===== src/hw/rtl/lphm_pkg.sv =====
`timescale 1ns / 1ps

package lphm_pkg;

    localparam int KEY_W           = 8;
    localparam int VALUE_W         = 32;
    localparam int KEY_SPAN        = 1 << KEY_W;
    localparam int TABLE_SLOTS_DEF = 64;

    typedef enum logic [1:0] {
        OP_INSERT = 2'd0,
        OP_ERASE  = 2'd1,
        OP_LOOKUP = 2'd2,
        OP_CLEAR  = 2'd3
    } op_t;

    typedef enum logic [1:0] {
        ST_OK     = 2'd0,
        ST_FULL   = 2'd1,
        ST_ABSENT = 2'd2
    } status_t;

    typedef enum logic [1:0] {
        PS_IDLE,
        PS_READ,
        PS_CHECK,
        PS_DONE
    } probe_state_t;

    // one slot as it sits in the ram
    typedef struct packed {
        logic [KEY_W-1:0]          key;
        logic signed [VALUE_W-1:0] value;
    } slot_t;

    typedef struct packed {
        logic                      found;
        logic signed [VALUE_W-1:0] read_value;
        status_t                   status;
    } result_t;

endpackage


===== src/hw/rtl/lphm_ifs.sv =====
`timescale 1ns / 1ps

interface lphm_cmd_if;
    logic               valid;
    logic               ready;
    logic [1:0]         operation;
    logic [7:0]         key;
    logic signed [31:0] value;

    modport source (output valid, output operation, output key, output value, input ready);
    modport sink   (input valid, input operation, input key, input value, output ready);
endinterface

interface lphm_rsp_if;
    logic               valid;
    logic               ready;
    logic               found;
    logic signed [31:0] read_value;
    logic [1:0]         status;

    modport source (output valid, output found, output read_value, output status, input ready);
    modport sink   (input valid, input found, input read_value, input status, output ready);
endinterface


===== src/hw/rtl/lphm_slot_ram.sv =====
`timescale 1ns / 1ps

module lphm_slot_ram #(
    parameter int TABLE_SLOTS = lphm_pkg::TABLE_SLOTS_DEF
) (
    input  logic                           clk,
    input  logic                           rd_en,
    input  logic [$clog2(TABLE_SLOTS)-1:0] rd_addr,
    output lphm_pkg::slot_t                rd_data,
    input  logic                           wr_en,
    input  logic [$clog2(TABLE_SLOTS)-1:0] wr_addr,
    input  lphm_pkg::slot_t                wr_data
);
    import lphm_pkg::*;

    slot_t slot_mem [TABLE_SLOTS];
    slot_t rd_data_reg;

    // one write port and one registered read port; read data appears the cycle after rd_en
    always_ff @(posedge clk)
    begin
        if (wr_en)
        begin
            slot_mem[wr_addr] <= wr_data;
        end
        if (rd_en)
        begin
            rd_data_reg <= slot_mem[rd_addr];
        end
    end

    assign rd_data = rd_data_reg;

endmodule


===== src/hw/rtl/lphm_probe.sv =====
`timescale 1ns / 1ps

module lphm_probe #(
    parameter int TABLE_SLOTS = lphm_pkg::TABLE_SLOTS_DEF
) (
    input  logic                           clk,
    input  logic                           rst_n,
    input  logic                           in_valid,
    output logic                           in_ready,
    input  logic [1:0]                     in_operation,
    input  logic [7:0]                     in_key,
    input  logic signed [31:0]             in_value,
    output logic                           result_valid,
    input  logic                           result_ready,
    output lphm_pkg::result_t              result,
    output logic                           rd_en,
    output logic [$clog2(TABLE_SLOTS)-1:0] rd_addr,
    input  lphm_pkg::slot_t                rd_data,
    output logic                           wr_en,
    output logic [$clog2(TABLE_SLOTS)-1:0] wr_addr,
    output lphm_pkg::slot_t                wr_data
);
    import lphm_pkg::*;

    localparam int IDX_W = $clog2(TABLE_SLOTS);
    localparam logic [IDX_W-1:0] LAST_IDX = IDX_W'(TABLE_SLOTS - 1);

    typedef logic [IDX_W-1:0] home_tbl_t [KEY_SPAN];

    // home slot of every key, worked out at elaboration
    function automatic home_tbl_t build_home();
        home_tbl_t t;
        for (int i = 0; i < KEY_SPAN; i++)
        begin
            t[i] = IDX_W'(i % TABLE_SLOTS);
        end
        return t;
    endfunction

    localparam home_tbl_t HOME_TBL = build_home();

    probe_state_t              state_reg, state_next;
    op_t                       op_reg, op_next;
    logic [KEY_W-1:0]          key_reg, key_next;
    logic signed [VALUE_W-1:0] value_reg, value_next;
    logic [IDX_W-1:0]          pos_reg, pos_next;
    logic [IDX_W-1:0]          cnt_reg, cnt_next;
    logic [TABLE_SLOTS-1:0]    valid_reg, valid_next;
    result_t                   res_reg, res_next;

    logic slot_vld;
    logic key_hit;
    logic pass_done;
    logic accept;

    assign accept    = in_valid && (state_reg == PS_IDLE);
    assign slot_vld  = valid_reg[pos_reg];
    assign key_hit   = slot_vld && (rd_data.key == key_reg);
    assign pass_done = (cnt_reg == LAST_IDX);

    always_comb
    begin
        state_next = state_reg;
        case (state_reg)
            PS_IDLE:
            begin
                if (in_valid)
                begin
                    state_next = (op_t'(in_operation) == OP_CLEAR) ? PS_DONE : PS_READ;
                end
            end
            PS_READ:
            begin
                state_next = PS_CHECK;
            end
            PS_CHECK:
            begin
                if (!slot_vld || key_hit || pass_done)
                begin
                    state_next = PS_DONE;
                end
                else
                begin
                    state_next = PS_READ;
                end
            end
            PS_DONE:
            begin
                if (result_ready)
                begin
                    state_next = PS_IDLE;
                end
            end
            default:
            begin
                state_next = PS_IDLE;
            end
        endcase
    end

    always_comb
    begin
        in_ready     = (state_reg == PS_IDLE);
        result_valid = (state_reg == PS_DONE);
        rd_en        = (state_reg == PS_READ);
        rd_addr      = pos_reg;
        wr_en        = (state_reg == PS_CHECK) && (op_reg == OP_INSERT) &&
                       (key_hit || !slot_vld);
        wr_addr      = pos_reg;
        wr_data      = '{key: key_reg, value: value_reg};
        result       = res_reg;
    end

    always_comb
    begin
        op_next    = op_reg;
        key_next   = key_reg;
        value_next = value_reg;
        pos_next   = pos_reg;
        cnt_next   = cnt_reg;
        valid_next = valid_reg;
        res_next   = res_reg;

        if (accept)
        begin
            op_next    = op_t'(in_operation);
            key_next   = in_key;
            value_next = in_value;
            pos_next   = HOME_TBL[in_key];
            cnt_next   = '0;
            res_next   = '{found: 1'b0, read_value: '0, status: ST_OK};
            if (op_t'(in_operation) == OP_CLEAR)
            begin
                valid_next = '0;
            end
        end
        else if (state_reg == PS_CHECK)
        begin
            if (key_hit)
            begin
                res_next.found = 1'b1;
                if (op_reg == OP_ERASE)
                begin
                    valid_next[pos_reg] = 1'b0;
                end
                else if (op_reg == OP_LOOKUP)
                begin
                    res_next.read_value = rd_data.value;
                end
            end
            else if (!slot_vld)
            begin
                // empty slot ends the chain
                if (op_reg == OP_INSERT)
                begin
                    valid_next[pos_reg] = 1'b1;
                end
                else
                begin
                    res_next.status = ST_ABSENT;
                end
            end
            else if (pass_done)
            begin
                res_next.status = (op_reg == OP_INSERT) ? ST_FULL : ST_ABSENT;
            end
            else
            begin
                cnt_next = cnt_reg + 1'b1;
                pos_next = (pos_reg == LAST_IDX) ? '0 : pos_reg + 1'b1;
            end
        end
    end

    always_ff @(posedge clk or negedge rst_n)
    begin
        if (!rst_n)
        begin
            state_reg <= PS_IDLE;
            valid_reg <= '0;
        end
        else
        begin
            state_reg <= state_next;
            valid_reg <= valid_next;
        end
    end

    always_ff @(posedge clk)
    begin
        op_reg    <= op_next;
        key_reg   <= key_next;
        value_reg <= value_next;
        pos_reg   <= pos_next;
        cnt_reg   <= cnt_next;
        res_reg   <= res_next;
    end

endmodule


===== src/hw/rtl/linear_probe_hash_map_core.sv =====
`timescale 1ns / 1ps

// open-addressed map from 8-bit keys to 32-bit signed values over TABLE_SLOTS slots, with
// linear probing from slot key mod TABLE_SLOTS; each cmd transaction is an insert, erase,
// lookup or clear and yields exactly one rsp transaction (found, read_value, status).
// keys and values live in a single-port-read, single-port-write ram with a registered read
// port; valid marks sit in flip-flops, so reset and clear empty the table at once and
// no clearing pass is needed. an operation holds the block through accept, then one ram
// read plus one compare per probed slot, then result hand-off; a clear goes from accept
// straight to hand-off, and the worst case probes all TABLE_SLOTS slots. the per-slot
// read-then-compare round trip through the ram sets how long an operation takes.
// the result lands in an output register, so the next cmd transaction is taken while the
// previous rsp transaction still waits. erase clears only the valid mark and keeps no
// tombstone, so keys placed past an erased slot may later read as absent.

module linear_probe_hash_map_core #(
    parameter int TABLE_SLOTS = lphm_pkg::TABLE_SLOTS_DEF
) (
    input  logic       clk,
    input  logic       rst_n,
    lphm_cmd_if.sink   cmd,
    lphm_rsp_if.source rsp
);
    import lphm_pkg::*;

    localparam int IDX_W = $clog2(TABLE_SLOTS);

    // probe sequencer <-> slot ram
    logic             rd_en;
    logic [IDX_W-1:0] rd_addr;
    slot_t            rd_data;
    logic             wr_en;
    logic [IDX_W-1:0] wr_addr;
    slot_t            wr_data;

    // sequencer result, handed to the output register
    logic    result_valid;
    logic    result_ready;
    result_t result;

    // output register
    logic    rsp_valid_reg, rsp_valid_next;
    result_t rsp_data_reg, rsp_data_next;

    lphm_slot_ram #(
        .TABLE_SLOTS (TABLE_SLOTS)
    ) u_slot_ram (
        .clk     (clk),
        .rd_en   (rd_en),
        .rd_addr (rd_addr),
        .rd_data (rd_data),
        .wr_en   (wr_en),
        .wr_addr (wr_addr),
        .wr_data (wr_data)
    );

    // no forwarding needed: a write happens in the compare cycle and no read of the written
    // slot comes before the write has landed
    lphm_probe #(
        .TABLE_SLOTS (TABLE_SLOTS)
    ) u_probe (
        .clk          (clk),
        .rst_n        (rst_n),
        .in_valid     (cmd.valid),
        .in_ready     (cmd.ready),
        .in_operation (cmd.operation),
        .in_key       (cmd.key),
        .in_value     (cmd.value),
        .result_valid (result_valid),
        .result_ready (result_ready),
        .result       (result),
        .rd_en        (rd_en),
        .rd_addr      (rd_addr),
        .rd_data      (rd_data),
        .wr_en        (wr_en),
        .wr_addr      (wr_addr),
        .wr_data      (wr_data)
    );

    // output register takes a new result when empty or being drained this cycle
    assign result_ready = !rsp_valid_reg || rsp.ready;

    always_comb
    begin
        rsp_valid_next = rsp_valid_reg;
        rsp_data_next  = rsp_data_reg;
        if (result_valid && result_ready)
        begin
            rsp_valid_next = 1'b1;
            rsp_data_next  = result;
        end
        else if (rsp.ready)
        begin
            rsp_valid_next = 1'b0;
        end
    end

    always_ff @(posedge clk or negedge rst_n)
    begin
        if (!rst_n)
        begin
            rsp_valid_reg <= 1'b0;
        end
        else
        begin
            rsp_valid_reg <= rsp_valid_next;
        end
    end

    always_ff @(posedge clk)
    begin
        rsp_data_reg <= rsp_data_next;
    end

    assign rsp.valid      = rsp_valid_reg;
    assign rsp.found      = rsp_data_reg.found;
    assign rsp.read_value = rsp_data_reg.read_value;
    assign rsp.status     = rsp_data_reg.status;

    // one operation at a time: the cycle after a cmd transaction the sequencer is busy
    a_one_in_flight: assert property (@(posedge clk) disable iff (!rst_n)
        cmd.valid && cmd.ready |=> !cmd.ready)
        else $error("cmd accepted while previous operation still probing");

    // a full report never comes with a hit
    a_full_not_found: assert property (@(posedge clk) disable iff (!rst_n)
        rsp.valid && (rsp.status == ST_FULL) |-> !rsp.found)
        else $error("table full reported for a key that was found");

    // a nonzero read value only comes from a successful lookup
    a_value_on_hit: assert property (@(posedge clk) disable iff (!rst_n)
        rsp.valid && (rsp.read_value != '0) |-> rsp.found && (rsp.status == ST_OK))
        else $error("read value returned without a hit");

    // a result waits in the sequencer only while the output register is held
    a_result_drains: assert property (@(posedge clk) disable iff (!rst_n)
        result_valid && !result_ready |-> rsp_valid_reg && !rsp.ready)
        else $error("result stalled with free output register");

endmodule

===== src/flat_wrapper.sv =====
// flat-port wrapper written by rule: the top's interface ports become plain ports
module linear_probe_hash_map_core_flat import lphm_pkg::*;
#(
    parameter int TABLE_SLOTS = lphm_pkg::TABLE_SLOTS_DEF
)
  (clk, rst_n, cmd_valid, cmd_operation, cmd_key, cmd_value, cmd_ready, rsp_valid, rsp_found, rsp_read_value, rsp_status, rsp_ready);
  lphm_cmd_if cmd_i ();
  lphm_rsp_if rsp_i ();
  input  logic clk;
  input  logic rst_n;
  input wire logic [$bits(cmd_i.valid)-1:0] cmd_valid;
  input wire logic [$bits(cmd_i.operation)-1:0] cmd_operation;
  input wire logic [$bits(cmd_i.key)-1:0] cmd_key;
  input wire logic [$bits(cmd_i.value)-1:0] cmd_value;
  output wire logic [$bits(cmd_i.ready)-1:0] cmd_ready;
  output wire logic [$bits(rsp_i.valid)-1:0] rsp_valid;
  output wire logic [$bits(rsp_i.found)-1:0] rsp_found;
  output wire logic [$bits(rsp_i.read_value)-1:0] rsp_read_value;
  output wire logic [$bits(rsp_i.status)-1:0] rsp_status;
  input wire logic [$bits(rsp_i.ready)-1:0] rsp_ready;
  assign cmd_i.valid = cmd_valid;
  assign cmd_i.operation = cmd_operation;
  assign cmd_i.key = cmd_key;
  assign cmd_i.value = cmd_value;
  assign cmd_ready = cmd_i.ready;
  assign rsp_valid = rsp_i.valid;
  assign rsp_found = rsp_i.found;
  assign rsp_read_value = rsp_i.read_value;
  assign rsp_status = rsp_i.status;
  assign rsp_i.ready = rsp_ready;
  linear_probe_hash_map_core #(.TABLE_SLOTS(TABLE_SLOTS)) u_core (.clk(clk), .rst_n(rst_n), .cmd(cmd_i), .rsp(rsp_i));
endmodule

===== config.mk =====
export PLATFORM = sky130hd
export DESIGN_NAME = linear_probe_hash_map_core_flat
export DESIGN_NICKNAME = d
export VERILOG_FILES = /design/src/hw/rtl/lphm_pkg.sv /design/src/hw/rtl/lphm_ifs.sv /design/src/hw/rtl/lphm_slot_ram.sv /design/src/hw/rtl/lphm_probe.sv /design/src/hw/rtl/linear_probe_hash_map_core.sv /design/src/flat_wrapper.sv
export SDC_FILE = /design/constraint.sdc
export NUM_CORES = 2
export LEC_CHECK = 0
export BUFFER_PORTS_ARGS = -buffer_cell sky130_fd_sc_hd__buf_2
export CAP_MARGIN = 20
export CORE_ASPECT_RATIO = 0.75
export CORE_UTILIZATION = 32
export CTS_BUF_LIST = sky130_fd_sc_hd__clkbuf_4
export CTS_CLUSTER_DIAMETER = 200
export DETAILED_ROUTE_END_ITERATION = 8
export PLACE_DENSITY = 0.56
export SLEW_MARGIN = 20
export SYNTH_ARGS = -nofsm -noshare
export SYNTH_HDL_FRONTEND = slang
export SYNTH_SLANG_ARGS = --single-unit

===== constraint.sdc =====
create_clock -name clk -period 5 [get_ports clk]
set_clock_uncertainty 0.15 [all_clocks]
set_input_delay 0 -clock clk [delete_from_list [all_inputs] [get_ports clk]]
set_output_delay 0 -clock clk [all_outputs]
set_load 0.02 [all_outputs]

-- Word level (Yosys, flattened, before mapping)
Memory sizes are Yosys's and may differ from the RTL's. A register that Yosys moved wholly into a read port is not among the register bits.
Index checks and enable logic that the tools add are counted.
- add/subtract/negate cells: 2
- multipliers: 0
- div/mod/pow operators: 0
- $lt $le $gt $ge: 3
- eq/ne operators: 18
- shift operators: 0
- mux-type cells: 32
- bitwise operators: 7
- reductions and logical operators: 24
- operators by type and width (kind ; count):
    $mux 64 ; 7
    $and 64x64->64 ; 1
    $not 64->64 ; 1
    $or 64x64->64 ; 1
    $mux 6 ; 8
    $mux 2 ; 8
    $reduce_and 4->1 ; 4
    $add 6x1->6 const B ; 2
    $eq 6x6->1 const B ; 2
    $ge 9x9->1 const B ; 1
    $not 8->9 ; 1
    $eq 2x2->1 const B ; 4
    $eq 8x8->1 ; 1
    $ne 2x1->1 const B ; 4
    $pmux 2 s4 ; 1
    $lt 6x7->1 const B ; 1
    $bmux 1 s6 ; 1
    $demux 1 s6 ; 1
    $ge 6x1->1 const B ; 1
    $logic_and 1x1->1 ; 6
    $mux 1 ; 6
    $ne 2x2->1 const B ; 3
    $ne 3x1->1 const B ; 2
    $reduce_bool 2->1 ; 3
    8 further kinds ; 16
- register bits: 191
- bits in latches: 0
- bits in writable memories: 2560
- bits in read-only memories: 1536
- bits of input ports: 46
- output and inout port bits: 37
- logic and storage cells: 102
- memories kept: 2
- memories (memory ; words ; bits a word ; rd ports ; clocked after Yosys merged registers in ; write ports ; line ; source):
    u_core.u_slot_ram.slot_mem ; 64 ; 40 ; 1 ; 1 ; 1 ; lphm_slot_ram.sv:16 ; slot_t slot_mem [TABLE_SLOTS];
    (name not given) ; 256 ; 6 ; 1 ; 0 ; 0 ; lphm_probe.sv:129 ; pos_next = HOME_TBL[in_key];

-- Logic depth before layout (Yosys ltp)
- depth after elaboration: 10
- mapped depth: 12
- gate-level depth less buffers: 7

-- Modules after synthesis
Synthesis repeated with hierarchy kept, for this count alone.
- cell total of the unflattened synthesis: 4940
- area, all modules: 107050.2 sq um
- by module, submodules not included (module ; times used ; cells an instance ; area an instance (sq um) ; seq. area each (sq um)):
    lphm_slot_ram ; 1 ; 4195 ; 98236.7 ; 78074.9
    lphm_probe ; 1 ; 706 ; 7708.6 ; 3913.8
    linear_probe_hash_map_core ; 1 ; 39 ; 1104.8 ; 1076.0

-- Worst setup path after synthesis
OpenSTA, ideal clock, no wires.
- path kind: register to register
- start: reg u_core.u_probe.key_reg[7]
- end: mem u_core.u_slot_ram.slot_mem[24][0] in the netlist's numbering, enable pin
- setup time: 0.438 ns
- data arrival time: 4.068 ns
- data required time: 4.412 ns
- slack: 0.345 ns
- cell stages (with the launch flop): 8
- path buffers: 1
- period minus slack after synthesis: 4.655 ns
- path through: edfxtp_1 xor2_1 nor4_1 nand2_1 clkbuf_1 o21ai_2 nand3_1 nor2_1
- word-level cells in the longest chain between the ends: 6
- ends and longest elaborated chain (item ; line ; source):
    from (decl) ; lphm_probe.sv:44 ; logic [KEY_W-1:0] key_reg, key_next;
    from (signal assigned) ; lphm_probe.sv:192 ; key_reg <= key_next;
    $eq 8x8->1 ; lphm_probe.sv:58 ; assign key_hit = slot_vld && (rd_data.key == key_reg);
    $logic_and 1x1->1 ; lphm_probe.sv:58 ;
    $logic_or 1x1->1 ; lphm_probe.sv:108 ; (key_hit || !slot_vld);
    $logic_and 1x1->1 ; lphm_probe.sv:107 ; wr_en = (state_reg == PS_CHECK) && (op_reg == OP_INSERT) &&
    $mux 1 ; lphm_slot_ram.sv:22 ; if (wr_en)
    $mux 1 (implied by the code) ; lphm_slot_ram.sv:24 ; slot_mem[wr_addr] <= wr_data;
    to (decl) ; lphm_slot_ram.sv:16 ;
No other way between the ends.

==> results.ini <==
[grt]
grt_pass1_wl_um=481000
grt_overflow=0
grt_use_total=0.216
grt_max_degree=68
antenna_found_initial=26
grt_pass1_vias=59828

[min_path]
worstHoldPathType=input port to flip-flop

[detailed_routing]
drt_iter0_drc=10372
drcViolationCount=3
num_vias=63110
ant_nets=0
drt_pass1_iterations=7
routed_wl_um=354000
wl_per_cell_um=32.6
drt-vias-per-instance=5.81

[layout]
stdcell_area_um2=119000
nets=6338
final_common_cell=edfxtp_1
final_cell_mix=2683 x edfxtp_1, 945 x clkbuf_4, 747 x a22oi_1, 268 x a221oi_1, 267 x a22o_1
syn_to_final_growth_pct=17.8
drive_above_1_share=0.235
largest_reg_flops=2560

[floorplanning]
die_height_um=488
core-area_um2=314000
fp-row-count=178
start_util=0.322
io_pins=83
die_w_um=650
die_area_um2=318000

[pwr]
ir_drop_v=0.000421
p_leak_nw=37.4
power.density_nw_per_um2=524

[critical_path]
reg2reg_depth=9
required_ps=6030
cp-start-kind=flip-flop
cp-startpoint=u_core.u_probe.rd_addr[1]$_DFFE_PP_
r2r_start=u_core.u_probe.rd_addr[1]$_DFFE_PP_
crit_arrival_ps=5290
endpoint=u_core.u_slot_ram.rd_data[38]$_DFFE_PP_
worstSetupPathType=flip-flop to flip-flop
path_max_fanout=38
cp-end-kind=flip-flop
r2r_slack_ps=740
r2r_end=u_core.u_slot_ram.rd_data[38]$_DFFE_PP_

[timing]
worstMarginPinSlew_ps=1170
fmax_ghz=0.235
setup_viol=0
slew_headroom=0.222
tns_ps=0
slew_viol_final=0
min_period_ps=4260
rsz0062_at_grt=false
period_share=0.851
hold_violations=0

[logic_synthesis]
postSynthCellCount=5419
ys.warnings.count=0
ys_ff_latch=2791
syn_nets=5467
syn_area_um2=101000
synth-edff-count=2683
synth.avg_cell_area_um2=18.6
ys_dominant_reg_cell=edfxtp_1
ys_types=58
yosysSeqAreaShare=0.823
async_flop_share=0.0240

[cts]
root_buffer=clkbuf_4
cts.htree.levels=6
clk_latency_ps=1320
cts.hold.buffers_added=137
cts_buffer_depth=4
post_cts.repair.setup_buffers=0
clk_pin_slew_ps=70
cts_tree=yes
cts.sinks=2791
ctsResizeCount=0
cts_inserted_buffers=651

[outcome]
violations=design-rule violations
outcome=complete, but fails checks

[place]
place_area_um2=110000
io_buffers=82
hpwl_um=195000
place.gp.congestion=0.872

[run]
cap_violations=0

==> power breakdown <==
part           total (mW)  internal [mW]  switching [mW]
sequential           28.1           27.2           0.949
clock                17.9           8.96            8.96
combinational        16.2           4.88            11.3
total                62.2           41.0            21.2
==> logic make-up (layout without fill, tap and decap cells) <==
kind of cell,Yosys count,in the layout,synth area share
mux,62,62,0.00707
simple gates,406,406,0.0203
xor+xnor,12,12,0.00104
other cells,0,9,0
buf+inv,375,1671,0.0156
fa+ha+maj,2,2,0.000248
compound gates,1771,1771,0.133
flops,2791,2791,0.823
==> critical path: stages, from the launching register on <==
cell	delay (ps)
edfxtp_1	880
nor2b_1	490
and2_4	770
buf_12	350
buf_4	430
a22o_1	200
a221oi_1	40
a31oi_1	460
nor4_1	130
nand3_1	110
==> metal layers <==
layer / track usage / vias to the layer above / routed length [µm]
met3: 0.0835 / 537 / 54000
met5: 0 / - / 423
met1: 0.309 / 32696 / 144000
met2: 0.303 / 4707 / 148000
li1: - / 25148 / -
met4: 0.0598 / 22 / 8360
==> final cells by class <==
type,count,area (µm²)
fill,28710,195000
sequential,2791,83100
multi-input combinational,2253,16900
clock buffer,945,7090
timing repair buffer,589,5890
tap,4140,5180
clock inverter,133,723
antenna,9,22.5
inverter,4,20.0
==> synth_stat cells (56+ instances only) <==
| cell type | n | area, µm² |
|---|---|---|
| a31oi_1 | 202 | 1260 |
| buf_2 | 106 | 531 |
| a21oi_1 | 91 | 455 |
| buf_1 | 72 | 270 |
| a22o_1 | 267 | 2340 |
| nor2_1 | 117 | 439 |
| dfrtp_1 | 67 | 1680 |
| a22oi_1 | 747 | 5610 |
| edfxtp_1 | 2683 | 80600 |
| a221oi_1 | 268 | 2350 |
| o21ai_0 | 56 | 280 |
| o211ai_1 | 62 | 465 |
| nand3_1 | 110 | 551 |
| clkbuf_1 | 188 | 706 |
==> how the worst min path moves through the flow <==
stage	startpoint	to	slack, ps	cells past startpoint
5_1_grt	cmd_valid	u_core.u_probe.state_reg[1]$_DFFE_PN0P_	210	7
6_report	cmd_valid	u_core.u_probe.state_reg[1]$_DFFE_PN0P_	190	7
3_5_place_dp	cmd_value[28]	u_core.u_probe.value_reg[28]$_DFFE_PP_	30	1
4_1_cts	cmd_valid	u_core.u_probe.state_reg[1]$_DFFE_PN0P_	6	7
2_1_floorplan	rst_n	u_core.rsp.valid$_DFFE_PN0P_	-450	0
3_3_place_gp	cmd_value[20]	u_core.u_probe.value_reg[20]$_DFFE_PP_	30	1
==> metrics by stage <==
step / hold WS, ps / total power [mW] / instances / util / setup slack (ps)
floorplan: -446 / 36.3 / 5419 / - / 345
global placement: 29.8 / 44.1 / 9639 / 0.350 / 741
detailed placement: 28.4 / 44.2 / 9640 / 0.350 / 883
CTS: 5.82 / 62.0 / 10855 / 0.379 / 889
global route: 210 / 64.3 / 10858 / 0.379 / 707
finish: 186 / 62.2 / 10864 / 0.379 / 744
Note: power is estimated with default switching activity, not from simulation.
